### config.mk
export PLATFORM = sky130hd
export DESIGN_NAME = bhal_alu
export DESIGN_NICKNAME = d
export VERILOG_FILES = /design/src/hw/rtl/bhal_pkg.sv /design/src/hw/rtl/bhal_alu.sv
export SDC_FILE = /design/constraint.sdc
export NUM_CORES = 1
export LEC_CHECK = 0
export BUFFER_PORTS_ARGS = -buffer_cell sky130_fd_sc_hd__clkbuf_2
export CORE_ASPECT_RATIO = 1.5
export CORE_MARGIN = 3
export CORE_UTILIZATION = 48
export DETAILED_ROUTE_END_ITERATION = 10
export GPL_TIMING_DRIVEN = 0
export PLACE_DENSITY = 0.89
export RECOVER_POWER = 100
export SLEW_MARGIN = 20
export SYNTH_ARGS = -nofsm -noshare
export SYNTH_HDL_FRONTEND = slang
export SYNTH_SLANG_ARGS = --single-unit
### constraint.sdc
create_clock -name vclk -period 5
set_input_delay 0.25 -clock vclk [all_inputs]
set_output_delay 0.25 -clock vclk [all_outputs]
set_load 0.01 [all_outputs]
### src/hw/rtl/bhal_pkg.sv
// Shared types, constants and codes for the boundary-tag heap allocator.
// Used by every module of the allocator; depends on nothing else.
`timescale 1ns / 1ps

package bhal_pkg;

    // Capacity and field widths.
    localparam int unsigned HeapWordsDefault = 16384;
    localparam int unsigned CapLimit         = 16384;
    localparam int unsigned CalcW            = 18;
    localparam int unsigned TagW             = 17;
    localparam int unsigned SizeW            = 17;
    localparam int unsigned AddrW            = 16;

    localparam logic [SizeW-1:0] MinSplitReset = 17'd32;
    localparam logic [SizeW-1:0] MinSplitFloor = 17'd8;

    localparam logic REQ_ALLOC = 1'b0;
    localparam logic REQ_FREE  = 1'b1;

    typedef enum logic [1:0] {
        ST_DONE    = 2'd0,
        ST_OOM     = 2'd1,
        ST_IGNORED = 2'd2
    } t_status;

    typedef enum logic [1:0] {
        ALU_ADD  = 2'd0,
        ALU_ADD1 = 2'd1,
        ALU_SUB  = 2'd2
    } t_alu_op;

    typedef struct packed {
        t_alu_op          op;
        logic [CalcW-1:0] a;
        logic [CalcW-1:0] b;
    } t_alu_req;

    typedef struct packed {
        logic [CalcW-1:0] res;
        logic             lt;
        logic             zero;
    } t_alu_rsp;

    typedef struct packed {
        logic             valid;
        logic [AddrW-1:0] addr;
        t_status          status;
    } t_result;

    typedef enum logic [5:0] {
        S_IDLE,
        S_A_INIT, S_A_CHK, S_A_TAG, S_A_NXT, S_A_CMP, S_A_FIT, S_A_SPL,
        S_A_SP0, S_A_SP1, S_A_SP2, S_A_SP3, S_A_SP4,
        S_A_WH0, S_A_WH1, S_A_RES,
        S_A_APP0, S_A_APP1, S_A_APP2, S_A_APP3,
        S_F_INIT, S_F_CHK, S_F_TAG, S_F_NXT, S_F_CMP, S_F_EQ, S_F_BEG,
        S_F_PV0, S_F_PV1, S_F_PV2, S_F_PV3, S_F_PV4, S_F_PV5,
        S_F_NX0, S_F_NX1, S_F_NX2, S_F_NX3, S_F_NX4, S_F_NX5, S_F_NX6, S_F_NX7,
        S_F_WR0, S_F_WR1, S_F_IGN
    } t_state;

endpackage

### src/hw/rtl/bhal_alu.sv
// Shared adder/comparator used by the allocator sequencer.
// Depends on bhal_pkg for the request and response types.
`timescale 1ns / 1ps

module bhal_alu (
    input  bhal_pkg::t_alu_req i_req,
    output bhal_pkg::t_alu_rsp o_rsp
);

    logic [bhal_pkg::CalcW-1:0] b_eff;
    logic                       cin;
    logic [bhal_pkg::CalcW:0]   sum;

    always_comb begin
        unique case (i_req.op)
            bhal_pkg::ALU_ADD: begin
                b_eff = i_req.b;
                cin   = 1'b0;
            end
            bhal_pkg::ALU_ADD1: begin
                b_eff = i_req.b;
                cin   = 1'b1;
            end
            bhal_pkg::ALU_SUB: begin
                b_eff = ~i_req.b;
                cin   = 1'b1;
            end
            default: begin
                b_eff = i_req.b;
                cin   = 1'b0;
            end
        endcase
    end

    assign sum = {1'b0, i_req.a} + {1'b0, b_eff} + {{bhal_pkg::CalcW{1'b0}}, cin};

    // A subtraction with no carry out means a < b.
    assign o_rsp.res  = sum[bhal_pkg::CalcW-1:0];
    assign o_rsp.lt   = (i_req.op == bhal_pkg::ALU_SUB) && !sum[bhal_pkg::CalcW];
    assign o_rsp.zero = (sum[bhal_pkg::CalcW-1:0] == '0);

endmodule

==> impl_metrics.env <==
export IMPL_fin_crit_ns=4.715
export IMPL_arrival_ns=4.47
export IMPL_seq_cell_count=0
export IMPL_syn_cell_area_um2=1080
export IMPL_ys_seq_area_share_pct=0
export IMPL_fin_setup_tns_ns=0
export IMPL_top_layer_used="met4"
export IMPL_overflow=0
export IMPL_rsz0062_at_grt="no"
export IMPL_netlist_instances=139
export IMPL_route_vias_total=1240
export IMPL_setup_viol=0
export IMPL_n_clock_buffer=0
export IMPL_drt_first_pass_iters=4
export IMPL_synth_area_top_cells="ha_1 (21%), xor2_1 (17%), xnor2_1 (7.3%)"
export IMPL_max_freq_mhz=212.1
export IMPL_grt_pass1_vias=1241
export IMPL_wl_met3_um=212
export IMPL_power_uw=277.8
export IMPL_drive_gt1_share_pct=24.49
export IMPL_ff_latch_area_um2=0
export IMPL_ant_nets=0
export IMPL_fill_cells=213
export IMPL_wl_met2_um=1587
export IMPL_gp_congestion=0.9335
export IMPL_yosysTopAreaCell="ha_1"
export IMPL_rows=20
export IMPL_crit_fanout=10
export IMPL_drc=0
export IMPL_synth_top_area_share_pct=20.86
export IMPL_area_delta_synth_final_pct=27.35
export IMPL_grt_start_max_net_pins=11
export IMPL_synth_area_per_cell_um2=7.768
export IMPL_drtIter0Drc=19
export IMPL_drv_slew=0
export IMPL_hold_slack_ns=0.9783
export IMPL_p_per_area_nw_per_um2=202.0
export IMPL_m1WireLength_um=1012
export IMPL_post_cts_repair_setup_buffers=0
export IMPL_fin_area_um2=1375
export IMPL_grt_pass1_wl_um=4636
export IMPL_relSlewSlack_pct=74.03
export IMPL_antenna_found_initial=0
export IMPL_die_area_um2=2866
export IMPL_port_buffers=58
export IMPL_die_w_um=44.73
export IMPL_fin_crit_sh_pct=94.30
export IMPL_yosysWarnings=0
export IMPL_tightestPinTransition_ns=0.3845
export IMPL_routed_wirelength_um=2836
export IMPL_nets=256
export IMPL_hp_class="input pin to primary output"
export IMPL_max_cap_viol_count=0
export IMPL_via_per_inst=5.688
export IMPL_multi_input_area_um2=1032
export IMPL_io_pins=58
export IMPL_place_area_um2=1398
export IMPL_fp_coreArea_um2=2077
export IMPL_p_leak_uw=0.0007155
export IMPL_fp_dieH_um=64.09
export IMPL_cp_start_kind="input pin"
export IMPL_gr_usage_all_layers_pct=19.79
export IMPL_hpwl_um=2572
export IMPL_min_path_cells=5
export IMPL_cp_required_ns=4.75
export IMPL_outcome="complete, no violations"
export IMPL_cts_hold_buf=0
export IMPL_crit_type="input pin to primary output"
export IMPL_post_route_util_pct=66.20
export IMPL_end_kind="primary output"
export IMPL_avgRoutedWirePerCell_um=13.01
export IMPL_hp_start="i_req[18]"
export IMPL_hold_viol_final=0
export IMPL_start_util_pct=51.99
export IMPL_syn_num_nets=197
export IMPL_hold_path_endpoint="o_rsp[2]"
export IMPL_num_antenna_cells=0
export IMPL_synth_cell_types=40
export IMPL_irDropWorstVdd_v=0.0001126
cells in the final DEF (no fill, tap or decap), types with 2 or more instances in the layout:
cell type / Yosys / layout
a211oi_1: 2 / 2
a21o_1: 5 / 5
a21oi_1: 6 / 6
a31oi_1: 3 / 3
clkbuf_1: 2 / 18
clkbuf_2: 0 / 42
fa_1: 2 / 2
ha_1: 18 / 17
inv_1: 10 / 10
nand2_1: 7 / 7
nor2_1: 8 / 8
nor2b_1: 3 / 3
nor3_1: 4 / 4
o211ai_1: 2 / 2
o21a_1: 6 / 6
o21ai_0: 7 / 7
or4_1: 2 / 2
xnor2_1: 9 / 9
xor2_1: 21 / 21
cells by family (layout without fill, tap and decap cells):
logic type | after synthesis | after routing | synth area share (%)
AOI/OAI and AO/OA | 41 | 41 | 26.88
xor gates and xnor gates | 31 | 31 | 25.84
adders and majority gates | 20 | 20 | 24.57
buffers and inverters | 13 | 70 | 4.635
and+or+nand+nor | 34 | 34 | 18.08
cell type report:
class / count / area share, %
inverters: 10 / 2.730
repair buffers: 58 / 19.56
multi-input cells: 126 / 75.07
plain buffers: 2 / 0.6369
well taps: 22 / 2.002
report_power, final:
part	switching (uW)	leakage, uW	internal, uW
Clock	0	0	0
Combinational	160	0.000715	118
Sequential	0	0	0
synthesized netlist by cell type (all sizes together) (2+ instances only):
library cell and instances:
a31oi 3, nand2 7, a21oi 7, fa 2
o21ai 7, o211ai 2, nor2 8, o21a 6
ha 18, xnor2 10, a211oi 2, clkbuf 2
nor3 4, or4 2, or4b 2, xor2 21
inv 10, a21o 5, nor2b 4
metrics by stage:
step                      worst slack [ns]  instances
after floorplan                     0.2878        139
after global placement             -0.2260        219
after detailed placement           -0.3009        219
after CTS                          0.08442        218
after global routing               0.07996        218
final                               0.2850        218
worst max path at each step:
stage                          from        to  slack (ns)  depth (start not counted)
final                     i_req[36]  o_rsp[0]        0.28                         16
after global routing      i_req[36]  o_rsp[0]        0.08                         16
after CTS                 i_req[36]  o_rsp[0]        0.08                         16
after detailed placement  i_req[36]  o_rsp[0]       -0.30                         17
after global placement    i_req[36]  o_rsp[0]       -0.23                         17
after floorplan           i_req[36]  o_rsp[0]        0.29                         15
worst max-delay path, cell delays in order:
cell	delay, ns
clkbuf_2	0.08
inv_1	0.05
ha_2	0.35
clkbuf_2	0.37
xnor2_1	0.15
fa_1	0.44
fa_1	0.45
nor2b_4	0.14
o2111ai_1	0.15
nand2_1	0.17
xor2_1	0.10
or4b_1	0.51
or4_1	0.41
or4_1	0.42
nor4_2	0.25
clkbuf_1	0.17
per-layer routing:
metal,global-route usage (%),vias up
li1,-,620
met1,19.56,564
met2,41.01,52
met3,0.2817,4
met4,5.283,0
met5,0,-
timing repair:
action	CTS	global route
cloned	0	0
endpoints found under the setup margin	1	1
gates resized for setup	1	1
Power figures use the tool's default switching activity.
